$ cat config.mk
export PLATFORM = sky130hd
export DESIGN_NAME = tile_chunk_lru_tracker_unit
export DESIGN_NICKNAME = d
export VERILOG_FILES = /design/src/sv/tcl_pkg.sv /design/src/sv/tcl_front.sv /design/src/sv/tcl_queue.sv /design/src/sv/tcl_back.sv /design/src/sv/tile_chunk_lru_tracker_unit.sv
export VERILOG_INCLUDE_DIRS = /design/src /design/src/sv
export SDC_FILE = /design/constraint.sdc
export NUM_CORES = 2
export LEC_CHECK = 0
export BUFFER_PORTS_ARGS = -buffer_cell sky130_fd_sc_hd__buf_2
export CELL_PAD_IN_SITES_DETAIL_PLACEMENT = 1
export CELL_PAD_IN_SITES_GLOBAL_PLACEMENT = 2
export CORE_MARGIN = 2
export CORE_UTILIZATION = 49
export CTS_CLUSTER_SIZE = 25
export DETAILED_ROUTE_END_ITERATION = 10
export GPL_TIMING_DRIVEN = 0
export PLACE_DENSITY = 0.91
export SYNTH_ARGS = -nofsm -noshare
export SYNTH_HDL_FRONTEND = slang
export SYNTH_SLANG_ARGS = --single-unit
$ cat constraint.sdc
create_clock -name clk_i -period 15.9 [get_ports clk_i]
set_clock_uncertainty 0.05 [all_clocks]
set_input_delay 1.59 -clock clk_i [delete_from_list [all_inputs] [get_ports clk_i]]
set_output_delay 1.59 -clock clk_i [all_outputs]
set_load 0.005 [all_outputs]
$ cat src/sv/tile_chunk_lru_tracker_unit_assert.svh
// Assertion macros for the chunk LRU tracker
`ifndef TILE_CHUNK_LRU_TRACKER_UNIT_ASSERT_SVH
`define TILE_CHUNK_LRU_TRACKER_UNIT_ASSERT_SVH
`ifndef SYNTHESIS
`define TCL_ASSERT(label, clk, rst_n, prop, msg) \
  label: assert property (@(posedge clk) disable iff (!rst_n) prop) else $error(msg);
`define TCL_ASSERT_NEVER(label, clk, rst_n, cond, msg) \
  label: assert property (@(posedge clk) disable iff (!rst_n) !(cond)) else $error(msg);
`else
`define TCL_ASSERT(label, clk, rst_n, prop, msg)
`define TCL_ASSERT_NEVER(label, clk, rst_n, cond, msg)
`endif
`endif

$ cat src/sv/tcl_pkg.sv
package tcl_pkg;
  localparam int unsigned SlotsDefault = 16;
  localparam int unsigned CfgIdxW = 2;

  typedef enum logic [1:0] {
    CMD_ACCESS = 2'd0,
    CMD_EVICT  = 2'd1,
    CMD_FLUSH  = 2'd2,
    CMD_NONE   = 2'd3
  } cmd_e;

  typedef enum logic [2:0] {
    ST_HIT     = 3'd0,
    ST_MISS    = 3'd1,
    ST_FULL    = 3'd2,
    ST_EVICTED = 3'd3,
    ST_EMPTY   = 3'd4,
    ST_FLUSHED = 3'd5
  } status_e;

  typedef enum logic [CfgIdxW-1:0] {
    REG_CHUNK_WIDTH   = 2'd0,
    REG_CHUNK_HEIGHT  = 2'd1,
    REG_CHUNKS_ACROSS = 2'd2,
    REG_UNUSED        = 2'd3
  } reg_e;

  // classified command handed from front to back
  typedef struct packed {
    cmd_e        cmd;
    logic [31:0] chunk_index;
    logic [31:0] tile_offset;
    logic [15:0] chunk_x;
    logic [15:0] chunk_y;
  } job_t;
endpackage

$ cat src/sv/tcl_front.sv
module tcl_front (
  input  logic           clk_i,
  input  logic           rst_ni,
  input  logic           start_i,
  input  logic [1:0]     command_i,
  input  logic [31:0]    tile_x_i,
  input  logic [31:0]    tile_y_i,
  input  logic [15:0]    chunk_width_i,
  input  logic [15:0]    chunk_height_i,
  input  logic [15:0]    chunks_across_i,
  input  logic           q_full_i,
  output logic           idle_o,
  output logic           job_valid_o,
  output tcl_pkg::job_t  job_o
);
  import tcl_pkg::*;

  typedef enum logic [2:0] {
    F_IDLE, F_DIVX, F_DIVY, F_MULX, F_MULY, F_SUM, F_PUSH
  } fstate_e;

  fstate_e     state_q;
  cmd_e        cmd_q;
  logic [31:0] num_q, quo_q, rem_q, ty_q, tx_q;
  logic [4:0]  cnt_q;
  logic [15:0] cx_q, cy_q;
  logic [31:0] prodx_q, prody_q, ci_q, to_q;
  logic [15:0] xo_q;

  logic [15:0] div_d;
  logic [32:0] trial;
  logic [31:0] rem_sh;

  assign div_d  = (state_q == F_DIVX) ? chunk_width_i : chunk_height_i;
  assign rem_sh = {rem_q[30:0], num_q[31]};
  assign trial  = {1'b0, rem_sh} - {17'd0, div_d};

  assign idle_o      = (state_q == F_IDLE);
  assign job_valid_o = (state_q == F_PUSH);
  assign job_o       = '{cmd: cmd_q, chunk_index: ci_q, tile_offset: to_q,
                         chunk_x: cx_q, chunk_y: cy_q};

  // restoring divider, one quotient bit a cycle; zero divisor yields all ones
  always_ff @(posedge clk_i or negedge rst_ni) begin
    if (!rst_ni) begin
      state_q <= F_IDLE;
      cmd_q   <= CMD_NONE;
      cnt_q   <= '0;
    end else begin
      unique case (state_q)
        F_IDLE: if (start_i) begin
          cmd_q <= cmd_e'(command_i);
          tx_q  <= tile_x_i;
          ty_q  <= tile_y_i;
          ci_q  <= '0;
          to_q  <= '0;
          cx_q  <= '0;
          cy_q  <= '0;
          if (cmd_e'(command_i) == CMD_ACCESS) begin
            num_q   <= tile_x_i;
            rem_q   <= '0;
            cnt_q   <= '0;
            state_q <= F_DIVX;
          end else if (cmd_e'(command_i) != CMD_NONE) begin
            state_q <= F_PUSH;
          end
        end
        F_DIVX, F_DIVY: begin
          if (cnt_q == 5'd31) begin
            // last quotient bit goes straight into the 16-bit result
            cnt_q <= '0;
            if (state_q == F_DIVX) begin
              cx_q    <= {quo_q[14:0], ~trial[32]};
              num_q   <= ty_q;
              rem_q   <= '0;
              state_q <= F_DIVY;
            end else begin
              cy_q    <= {quo_q[14:0], ~trial[32]};
              state_q <= F_MULX;
            end
          end else begin
            cnt_q <= cnt_q + 5'd1;
            num_q <= {num_q[30:0], 1'b0};
            rem_q <= trial[32] ? rem_sh : trial[31:0];
            quo_q <= {quo_q[30:0], ~trial[32]};
          end
        end
        F_MULX: begin
          prodx_q <= {16'd0, cx_q} * {16'd0, chunk_width_i};
          prody_q <= {16'd0, cy_q} * {16'd0, chunk_height_i};
          state_q <= F_MULY;
        end
        F_MULY: begin
          xo_q    <= tx_q[15:0] - prodx_q[15:0];
          to_q    <= {16'd0, ty_q[15:0] - prody_q[15:0]};
          ci_q    <= {16'd0, cy_q} * {16'd0, chunks_across_i};
          state_q <= F_SUM;
        end
        F_SUM: begin
          to_q    <= {16'd0, xo_q} + {16'd0, to_q[15:0]} * {16'd0, chunk_width_i};
          ci_q    <= ci_q + {16'd0, cx_q};
          state_q <= F_PUSH;
        end
        F_PUSH: if (!q_full_i) state_q <= F_IDLE;
        default: state_q <= F_IDLE;
      endcase
    end
  end
endmodule

$ cat src/sv/tcl_queue.sv
module tcl_queue (
  input  logic          clk_i,
  input  logic          rst_ni,
  input  logic          push_i,
  input  tcl_pkg::job_t push_data_i,
  output logic          full_o,
  input  logic          pop_i,
  output logic          valid_o,
  output tcl_pkg::job_t pop_data_o
);
  import tcl_pkg::*;

  job_t       mem_q [2];
  logic       wp_q, rp_q;
  logic [1:0] cnt_q;

  assign full_o     = (cnt_q == 2'd2);
  assign valid_o    = (cnt_q != 2'd0);
  assign pop_data_o = mem_q[rp_q];

  always_ff @(posedge clk_i) begin
    if (push_i && !full_o) mem_q[wp_q] <= push_data_i;
  end

  always_ff @(posedge clk_i or negedge rst_ni) begin
    if (!rst_ni) begin
      wp_q  <= 1'b0;
      rp_q  <= 1'b0;
      cnt_q <= '0;
    end else begin
      if (push_i && !full_o) wp_q <= ~wp_q;
      if (pop_i && valid_o) rp_q <= ~rp_q;
      cnt_q <= cnt_q + {1'b0, push_i && !full_o} - {1'b0, pop_i && valid_o};
    end
  end
endmodule

$ cat src/sv/tcl_back.sv
module tcl_back #(
  parameter int unsigned Slots = tcl_pkg::SlotsDefault
) (
  input  logic          clk_i,
  input  logic          rst_ni,
  input  logic          job_valid_i,
  input  tcl_pkg::job_t job_i,
  output logic          pop_o,
  output logic          idle_o,
  output logic          valid_o,
  output logic [2:0]    status_o,
  output logic [31:0]   chunk_index_o,
  output logic [31:0]   tile_offset_o,
  output logic [15:0]   chunk_x_o,
  output logic [15:0]   chunk_y_o,
  output logic          last_o
);
  import tcl_pkg::*;

  localparam int unsigned IdxW = (Slots > 1) ? $clog2(Slots) : 1;
  localparam int unsigned CntW = $clog2(Slots + 1);

  typedef enum logic [2:0] {B_IDLE, B_SEARCH, B_SHIFT, B_FLUSH} bstate_e;

  bstate_e      state_q;
  job_t         job_q;
  logic [31:0]  list_q [Slots];
  logic [CntW-1:0] count_q, pos_q;
  logic         found_q;

  logic [IdxW-1:0] pos_idx, pos_nxt_idx, cnt_idx;
  assign pos_idx     = pos_q[IdxW-1:0];
  assign pos_nxt_idx = IdxW'(pos_q + CntW'(1));
  assign cnt_idx     = count_q[IdxW-1:0];

  assign pop_o  = (state_q == B_IDLE) && job_valid_i;
  assign idle_o = (state_q == B_IDLE) && !job_valid_i;

  // list entry 0 is least recent; one entry searched or shifted per cycle
  always_ff @(posedge clk_i or negedge rst_ni) begin
    if (!rst_ni) begin
      state_q <= B_IDLE;
      count_q <= '0;
      valid_o <= 1'b0;
      pos_q   <= '0;
      found_q <= 1'b0;
    end else begin
      unique case (state_q)
        B_IDLE: if (job_valid_i) begin
          job_q   <= job_i;
          pos_q   <= '0;
          found_q <= 1'b0;
          unique case (job_i.cmd)
            CMD_ACCESS: begin
              valid_o <= 1'b0;
              state_q <= B_SEARCH;
            end
            CMD_EVICT, CMD_FLUSH: begin
              if (count_q == '0) begin
                valid_o       <= 1'b1;
                status_o      <= ST_EMPTY;
                chunk_index_o <= '0;
                tile_offset_o <= '0;
                chunk_x_o     <= '0;
                chunk_y_o     <= '0;
                last_o        <= 1'b1;
              end else if (job_i.cmd == CMD_EVICT) begin
                valid_o       <= 1'b1;
                status_o      <= ST_EVICTED;
                chunk_index_o <= list_q[0];
                tile_offset_o <= '0;
                chunk_x_o     <= '0;
                chunk_y_o     <= '0;
                last_o        <= 1'b1;
                state_q       <= B_SHIFT;
              end else begin
                valid_o <= 1'b0;
                state_q <= B_FLUSH;
              end
            end
            default: valid_o <= 1'b0;
          endcase
        end else begin
          valid_o <= 1'b0;
        end
        B_SEARCH: begin
          if (pos_q == count_q) begin
            valid_o       <= 1'b1;
            chunk_index_o <= job_q.chunk_index;
            tile_offset_o <= job_q.tile_offset;
            chunk_x_o     <= job_q.chunk_x;
            chunk_y_o     <= job_q.chunk_y;
            last_o        <= 1'b1;
            if (count_q < CntW'(Slots)) begin
              status_o         <= ST_MISS;
              list_q[cnt_idx]  <= job_q.chunk_index;
              count_q          <= count_q + CntW'(1);
            end else begin
              status_o <= ST_FULL;
            end
            state_q <= B_IDLE;
          end else if (list_q[pos_idx] == job_q.chunk_index) begin
            valid_o       <= 1'b1;
            status_o      <= ST_HIT;
            chunk_index_o <= job_q.chunk_index;
            tile_offset_o <= job_q.tile_offset;
            chunk_x_o     <= job_q.chunk_x;
            chunk_y_o     <= job_q.chunk_y;
            last_o        <= 1'b1;
            found_q       <= 1'b1;
            state_q       <= B_SHIFT;
          end else begin
            valid_o <= 1'b0;
            pos_q   <= pos_q + CntW'(1);
          end
        end
        B_SHIFT: begin
          // close gap at pos; a hit reinserts the chunk at the tail
          valid_o <= 1'b0;
          if (pos_q + CntW'(1) >= count_q) begin
            if (found_q) list_q[pos_idx] <= job_q.chunk_index;
            else count_q <= count_q - CntW'(1);
            state_q <= B_IDLE;
          end else begin
            list_q[pos_idx] <= list_q[pos_nxt_idx];
            pos_q <= pos_q + CntW'(1);
          end
        end
        B_FLUSH: begin
          valid_o       <= 1'b1;
          status_o      <= ST_FLUSHED;
          chunk_index_o <= list_q[pos_idx];
          tile_offset_o <= '0;
          chunk_x_o     <= '0;
          chunk_y_o     <= '0;
          last_o        <= (pos_q + CntW'(1) == count_q);
          pos_q         <= pos_q + CntW'(1);
          if (pos_q + CntW'(1) == count_q) begin
            count_q <= '0;
            state_q <= B_IDLE;
          end
        end
        default: begin
          valid_o <= 1'b0;
          state_q <= B_IDLE;
        end
      endcase
    end
  end
endmodule

$ cat src/sv/tile_chunk_lru_tracker_unit.sv
// Access: serial division (one quotient bit a cycle) for chunk x then chunk y, then
//   multiply, sum and handoff; the next command is taken after the access is pushed.
// Access result is strobed once the back end has searched the list (one list entry a cycle).
// Evict/flush: taken while the 2-deep queue has room; flush gives one result a cycle;
//   the receiver cannot stall.
// Reset (async, active low) empties the list and loads 16, 16, 1 into the registers.
module tile_chunk_lru_tracker_unit #(
  parameter int unsigned SLOTS = tcl_pkg::SlotsDefault
) (
  input  logic        clk_i,
  input  logic        rst_ni,
  input  logic        start,
  output logic        busy,
  input  logic [1:0]  command_i,
  input  logic [31:0] tile_x_i,
  input  logic [31:0] tile_y_i,
  input  logic        cfg_valid_i,
  output logic        cfg_ready_o,
  input  logic [tcl_pkg::CfgIdxW-1:0] cfg_index_i,
  input  logic [15:0] cfg_data_i,
  output logic        valid_o,
  output logic [2:0]  status_o,
  output logic [31:0] chunk_index_o,
  output logic [31:0] tile_offset_o,
  output logic [15:0] chunk_x_o,
  output logic [15:0] chunk_y_o,
  output logic        last_o
);
  import tcl_pkg::*;
  `include "tile_chunk_lru_tracker_unit_assert.svh"

  logic [15:0] chunk_width_q, chunk_height_q, chunks_across_q;
  logic        f_idle, b_idle, q_full, f_valid, q_valid, b_pop;
  job_t        f_job, q_job;
  logic        take_cmd, single_res;

  assign cfg_ready_o = 1'b1;
  assign busy = !f_idle;

  assign take_cmd   = start && !busy && (cmd_e'(command_i) != CMD_NONE);
  assign single_res = valid_o && (status_o != ST_FLUSHED);

  always_ff @(posedge clk_i or negedge rst_ni) begin
    if (!rst_ni) begin
      chunk_width_q   <= 16'd16;
      chunk_height_q  <= 16'd16;
      chunks_across_q <= 16'd1;
    end else if (cfg_valid_i) begin
      unique case (reg_e'(cfg_index_i))
        REG_CHUNK_WIDTH:   chunk_width_q   <= cfg_data_i;
        REG_CHUNK_HEIGHT:  chunk_height_q  <= cfg_data_i;
        REG_CHUNKS_ACROSS: chunks_across_q <= cfg_data_i;
        default: ;
      endcase
    end
  end

  tcl_front u_front (
    .clk_i, .rst_ni, .start_i(start), .command_i, .tile_x_i, .tile_y_i,
    .chunk_width_i(chunk_width_q), .chunk_height_i(chunk_height_q),
    .chunks_across_i(chunks_across_q), .q_full_i(q_full), .idle_o(f_idle),
    .job_valid_o(f_valid), .job_o(f_job)
  );

  tcl_queue u_queue (
    .clk_i, .rst_ni, .push_i(f_valid), .push_data_i(f_job), .full_o(q_full),
    .pop_i(b_pop), .valid_o(q_valid), .pop_data_o(q_job)
  );

  tcl_back #(.Slots(SLOTS)) u_back (
    .clk_i, .rst_ni, .job_valid_i(q_valid), .job_i(q_job), .pop_o(b_pop),
    .idle_o(b_idle), .valid_o, .status_o, .chunk_index_o, .tile_offset_o,
    .chunk_x_o, .chunk_y_o, .last_o
  );

  `TCL_ASSERT_NEVER(a_status_range, clk_i, rst_ni, valid_o && status_o > ST_FLUSHED, "bad status")
  `TCL_ASSERT(a_hit_last, clk_i, rst_ni, single_res |-> last_o, "single result not last")
  `TCL_ASSERT(a_busy_on_start, clk_i, rst_ni, take_cmd |=> busy, "start not taken")
  `TCL_ASSERT_NEVER(a_idle_q, clk_i, rst_ni, b_idle && q_valid, "back idle with queued job")
endmodule
Word-level counts from Yosys, hierarchy flattened:

Memories as Yosys holds them, arrays and structs flattened.
Cells that the tools add are included.
W data, S select, Z words.

* equal/unequal tests: 42
* bitwise logic cells: 5
* add/sub/neg operators: 11
* muxes and demuxes: 119
* $lt $le $gt $ge: 2
* multipliers: 4
* reductions and logical operators: 44

Operator list (number)
* $mux W32: 19
* $pmux W32 S3: 4
* $mux W16: 14
* $mux W31: 5
* $pmux W16 S3: 2
* $mul A16 B16 Y32: 2
* $pmux W16 S2: 2
* $pmux W32 S2: 1
* $pmux W31 S2: 1
* $mux W5: 12
* $mux W3: 17
* $sub A32 B16 Y33: 1
* $add A16 B32 Y32: 1
* $add A32 B16 Y32: 1
* $eq A32 B32 Y1: 1
* $mul A16 B16 Y16: 2
* $reduce_or A32 Y1: 1
* $sub A16 B16 Y16: 2
* $mux W1: 30
* $pmux W5 S4: 1
* $reduce_and A5 Y1: 4
* $ne A2 B1 Y1 const B: 9
* $ne A2 B2 Y1 const B: 9
* $pmux W3 S6: 1
* other kinds (40): 85

* memories kept: 2
* input port bits: 88
* output and inout port bits: 103
* flip-flop bits (word level): 543
* memory bits (writable): 708

Memory list
* u_back.list_q: words 16, width 32, read ports 3, clocked after Yosys merged registers in 0, write ports 1, line tcl_back.sv:27 `logic [31:0] list_q [Slots];`
* u_queue.mem_q: words 2, width 98, read ports 1, clocked after Yosys merged registers in 0, write ports 1, line tcl_queue.sv:13 `job_t mem_q [2];`

Depth between registers and ports, before layout:

* depth in word-level cells: 9
* depth in mapped cells: 25
* mapped depth without buffers: 23

Modules after synthesis:

A second synthesis with hierarchy kept.

* cell total of the unflattened synthesis: 6344
* area total of the unflattened synthesis: 81256.7 um^2

Modules (own cells, without submodules)
* tcl_front: cells an instance 4081, area an instance 38983.6 um^2, times used 1
* tcl_back: cells an instance 1835, area an instance 33138.0 um^2, times used 1
* tcl_queue: cells an instance 323, area an instance 7300.8 um^2, times used 1
* tile_chunk_lru_tracker_unit: cells an instance 105, area an instance 1834.3 um^2, times used 1

Worst setup path before layout:

OpenSTA, ideal clock, no wires.

* path kind: register to register
* start: register u_back.pos_q[0]
* end: register u_back.chunk_index_o[0], enable pin
* arrival time: 10.119 ns
* library setup time: 0.719 ns
* cell stages (with the launch flop): 11
* clock period less this slack: 10.888 ns
* path slack: 5.012 ns
* required time: 15.131 ns
* buffers on the path: 3
* path through: dfrtp_1 buf_6 buf_6 buf_2 mux4_2 xor2_1 a211oi_1 nand4_1 a2111oi_4 nand3b_1 a221oi_1

* longest elaborated chain between the ends: 4

RTL lines
* start, declared: line tcl_back.sv:28 `logic [CntW-1:0] count_q, pos_q;`
* start signal, assigned: line tcl_back.sv:114 `pos_q <= pos_q + CntW'(1);`
* start signal, assigned: line tcl_back.sv:126 `pos_q <= pos_q + CntW'(1);`
* start signal, assigned: line tcl_back.sv:137 `pos_q <= pos_q + CntW'(1);`
* $mem_v2 Z16 W32
* $eq A32 B32 Y1: line tcl_back.sv:102 `end else if (list_q[pos_idx] == job_q.chunk_index) begin`
* $ne A3 B1 Y1 (no source line) (*)
* $reduce_and A6 Y1 (no source line) (*)
* end signal, assigned: line tcl_back.sv:89 `chunk_index_o <= job_q.chunk_index;`
* end signal, assigned: line tcl_back.sv:105 `chunk_index_o <= job_q.chunk_index;`
* end signal, assigned: line tcl_back.sv:132 `chunk_index_o <= list_q[pos_idx];`
* end, declared: line tcl_back.sv:12 `output logic [31:0] chunk_index_o,`

Every way passes the cells marked *; elsewhere a longest branch is shown, timed or not.
A chain may end at the register's enable or synchronous reset.

Final worst setup path:

* start: register u_back.pos_q[2]
* end: memory u_back.list_q[9][7], enable pin

* longest elaborated chain between the ends: 9

RTL lines
* $add A5 B1 Y5: line tcl_back.sv:120 `if (pos_q + CntW'(1) >= count_q) begin`
* $ge A5 B5 Y1: line tcl_back.sv:120
* $mux W1: line tcl_back.sv:120
* $mux W1: line tcl_back.sv:48 `unique case (state_q)`
* $logic_and A1 B1 Y1, on equally long branches: line tcl_back.sv:121, tcl_back.sv:125
* $mux W1, on equally long branches: line tcl_back.sv:121, tcl_back.sv:125
* $or A1 B1 Y1 (no source line)
* $reduce_or A32 Y1 (no source line)
* $mux W4 (no source line) or $mux W1 (tied branches)
* end, declared: line tcl_back.sv:27

Several ways; a longest one is shown, not always the timed one.

==> metrics.md <==
| Metric | Value |
|---|---|
| Status | `finished with violations` |
| Failing checks | `max-capacitance violations, max-slew violations` |
| Min Tclk post-route | `around 9.0 ns` |
| #FFs+latches synth | `1250` |
| Port buffer count | `189` |
| CP most frequent cell | `buf_2` |
| CTS H-tree lvls | `4` |
| Most frequent cells after synthesis | `edfxtp_1 (1174), inv_1 (863), nand2_1 (787)` |
| Cts repair resizes | `0` |
| CP cell instances | `buf_2, buf_1, buf_2, buf_2, buf_2, xnor2_1, inv_1, clkbuf_1, clkbuf_1, ha_1, a21o_1, a21o_1, a221oi_1, o211ai_1, mux2i_1, nand3b_1, nor2_4, buf_12` |
| Routed wire per std cell | `30.08 um` |
| Post-route cell area | `slightly above 90000 um2` |
| Reg area | `37160 um2` |
| Placer Congestion | `0.9333` |
| Largest net degree at the start of global routing | `49` |
| CTS tree | `done` |
| RSZ-0062 raised after global routing | `no` |
| CTS sink count | `1250` |
| Distinct cells, synth | `85` |
| Share of the synthesized area in the top cell type | `43.55%` |
| Crit share post-route | `56.69%` |
| Io pins | `191` |
| Slowest stage cell on the critical path | `nor2_4` |
| Clock Latency Late Sink | `about 0.80 ns` |
| Synth area leader | `edfxtp_1` |
| EDFF count, synth | `1174` |
| Critical register-to-register path startpoint | `u_back.pos_q[2]` |
| CP Class | `reg -> reg` |
| Area post-placement | `approximately 86000 um2` |
| HP Class | `reg -> reg` |
| Worst slew pin tran | `1.609 ns` |
| Drc violations | `0` |
| Hold path start | `u_front.quo_q[3]` |
| CP max stage delay | `0.99 ns` |
| Crit path launch type | `register` |
| Post-synthesis sequential area ratio | `45.91%` |
| Vias in the first global route | `slightly above 60000` |
| Share of cells above drive strength 1 | `a little over an eighth` |
| Clk buf depth | `3` |
| Synth top area cells | `edfxtp_1 (44%), fa_1 (14%), mux4_2 (6.4%)` |
| Setup crit start | `u_back.pos_q[2]` |
| DP Wirelength | `205200 um` |
| Cell count after synthesis | `6510` |
| CTS Hold Bufs | `0` |
| Prevailing post-synth register cell | `edfxtp_1` |
| Total iterations of the first detailed-routing run | `10` |
| Syn Nets | `7556` |
| Vias per cell | `6.152` |
| # Post-CTS Setup Buffers | `0` |
| Final Slew Violations | `23` |
| FMAX | `approximately 110 MHz` |
| Crit-path max FO | `18` |
| Post-DRT Antenna Nets | `0` |
| Starting Density | `49.23%` |
| Crit end category | `register` |
| DR vias | `56619` |
| Syn-to-layout area delta | `12.04%` |
| Arr. time, crit path | `9.44 ns` |
| Hold Fails Final Rpt | `0` |
| Total track usage | `32.95%` |
| Max cap viols | `3` |
| Die area | `168500 um2` |
| Multi-input gate area in the final layout | `approximately 39000 um2` |
| Setup TNS | `0 ns` |
| Synthesized area | `approximately 81000 um2` |
| Required time of the critical path | `16.33 ns` |
| CTS Root Cell | `clkbuf_16` |
| Final net count | `roughly 7900` |
| # rows | `149` |
| Slew HR | `-7.247%` |
| Initial DRC count | `6709` |
| Async SR Flop Fraction | `under 10%` |
| Die outline width | `410.4 um` |
| YS warnings | `0` |
| Final setup vio count | `0` |
| Initial antenna violation count | `12` |
| Mean post-synth cell area | `12.43 um2` |
| Core Area | `164400 um2` |
| Total wire length | `276900 um` |
| Clock slew at reported path FFs | `0.06 ns` |
| First-pass GRT wire length | `between 400000 and 500000 um` |
| Most frequent cell after synthesis | `edfxtp_1` |
| CTS Buf Count | `approximately 140` |
| Die height | `410.4 um` |
| Remaining Overflow, GRT | `0` |
| Number of fill cells | `16803` |
-- metrics by stage --
stage / util [%] / std cells / worst slack, ns / hold slack, ns
floorplan: - / 6510 / 5.012 / 0.3674
global placement: 51.47 / 8888 / -3.634 / 0.3721
detailed placement: 52.25 / 8943 / 7.065 / 0.3802
CTS: 55.13 / 9197 / 6.995 / 0.3813
global route: 55.15 / 9200 / 6.737 / 0.3877
finish: 55.16 / 9204 / 6.886 / 0.3814
-- layer usage --
| metal | vias to the layer above | share of wire [%] | wire length, um | GRT usage, % |
|---|---|---|---|---|
| li1 | 23217 | - | - | - |
| met1 | 29146 | 37 | 103000 | 42.26 |
| met2 | 3355 | 47 | 128900 | 53.02 |
| met3 | 893 | 10 | 28600 | 6.992 |
| met4 | 8 | 5.9 | 16400 | 16.69 |
| met5 | - | 0.019 | 52 | 0 |
-- cell families (layout without fill, tap and decap cells) --
group,after synthesis,in the layout,synth area share (%)
XOR/XNOR,254,254,2.748
other,1,5,0.004633
flip-flops,1250,1250,45.91
multiplexers,524,524,10.43
AO/OA/AOI/OAI,643,643,5.147
AND/OR/NAND/NOR,1696,1696,9.993
adder cells (fa/ha/maj),958,958,20.08
buffers and inverters,1184,1685,5.682
-- cell type report --
type	instances	share of cell area [%]
diodes	4	0.01104
well taps	2189	3.020
clock buffers	165	4.081
multi-input cells	4076	43.45
inverters	864	3.576
repair buffers	247	2.253
flip-flops and latches	1250	40.98
plain buffers	320	1.497
clock inverters	89	1.137
-- path summary, 6_finish.rpt --
path / endpoint / slack (ns) / cells after the start
setup / recovery: u_back.list_q[9][7] / 6.89 / 18
hold / removal: u_front.quo_q[4] / 0.38 / 0
setup reg to reg: u_back.list_q[9][7] / 6.89 / 18
hold reg to reg: u_front.quo_q[4] / 0.38 / 0
max in group asynchronous: u_back.count_q[2] / 14.37 / 2
min in group asynchronous: chunks_across_q[11] / 0.73 / 1
-- placed cells by master, fill, tap and decap left out, drive strengths merged, types with 25 or more instances in the layout --
| cell | Yosys | layout |
|---|---|---|
| nand3 | 88 | 88 |
| and2 | 426 | 426 |
| mux4 | 236 | 236 |
| fa | 569 | 569 |
| a21o | 33 | 33 |
| nand2 | 787 | 787 |
| ha | 389 | 389 |
| xor2 | 83 | 83 |
| dfrtp | 71 | 71 |
| edfxtp | 1174 | 1174 |
| nor2b | 32 | 32 |
| o21ai | 164 | 164 |
| nand2b | 34 | 34 |
| mux2 | 167 | 167 |
| xnor2 | 171 | 171 |
| buf | 52 | 299 |
| clkinv | 0 | 53 |
| inv | 864 | 874 |
| o22ai | 36 | 36 |
| nor3 | 51 | 51 |
| a221oi | 25 | 25 |
| a211oi | 28 | 28 |
| mux2i | 121 | 121 |
| nor2 | 175 | 175 |
| clkbuf | 268 | 433 |
| a21oi | 164 | 164 |
-- state kept, by name, indices dropped and copies added, names as in the netlist, 31 cells and up --
name	count
u_queue.mem_q	196
u_front.to_q	32
u_back.chunk_index_o	32
u_front.ty_q	32
u_back.tile_offset_o	32
u_back.list_q	512
u_front.num_q	32
u_front.rem_q	31
u_front.ci_q	32
u_back.job_q	96
-- critical path, delay by kind of cell (launching register included) --
family	cells	cell delay [ns]
adders and majority gates	1	0.40
and+or+nand+nor	2	1.52
muxes	1	0.26
AOI/OAI and AO/OA	4	1.35
buffers and inverters	9	4.51
xor gates and xnor gates	1	0.20
DFF	1	0.32
Power is not shown: default switching activity piles up to over one toggle a cycle in this logic, so the estimate is an artifact.
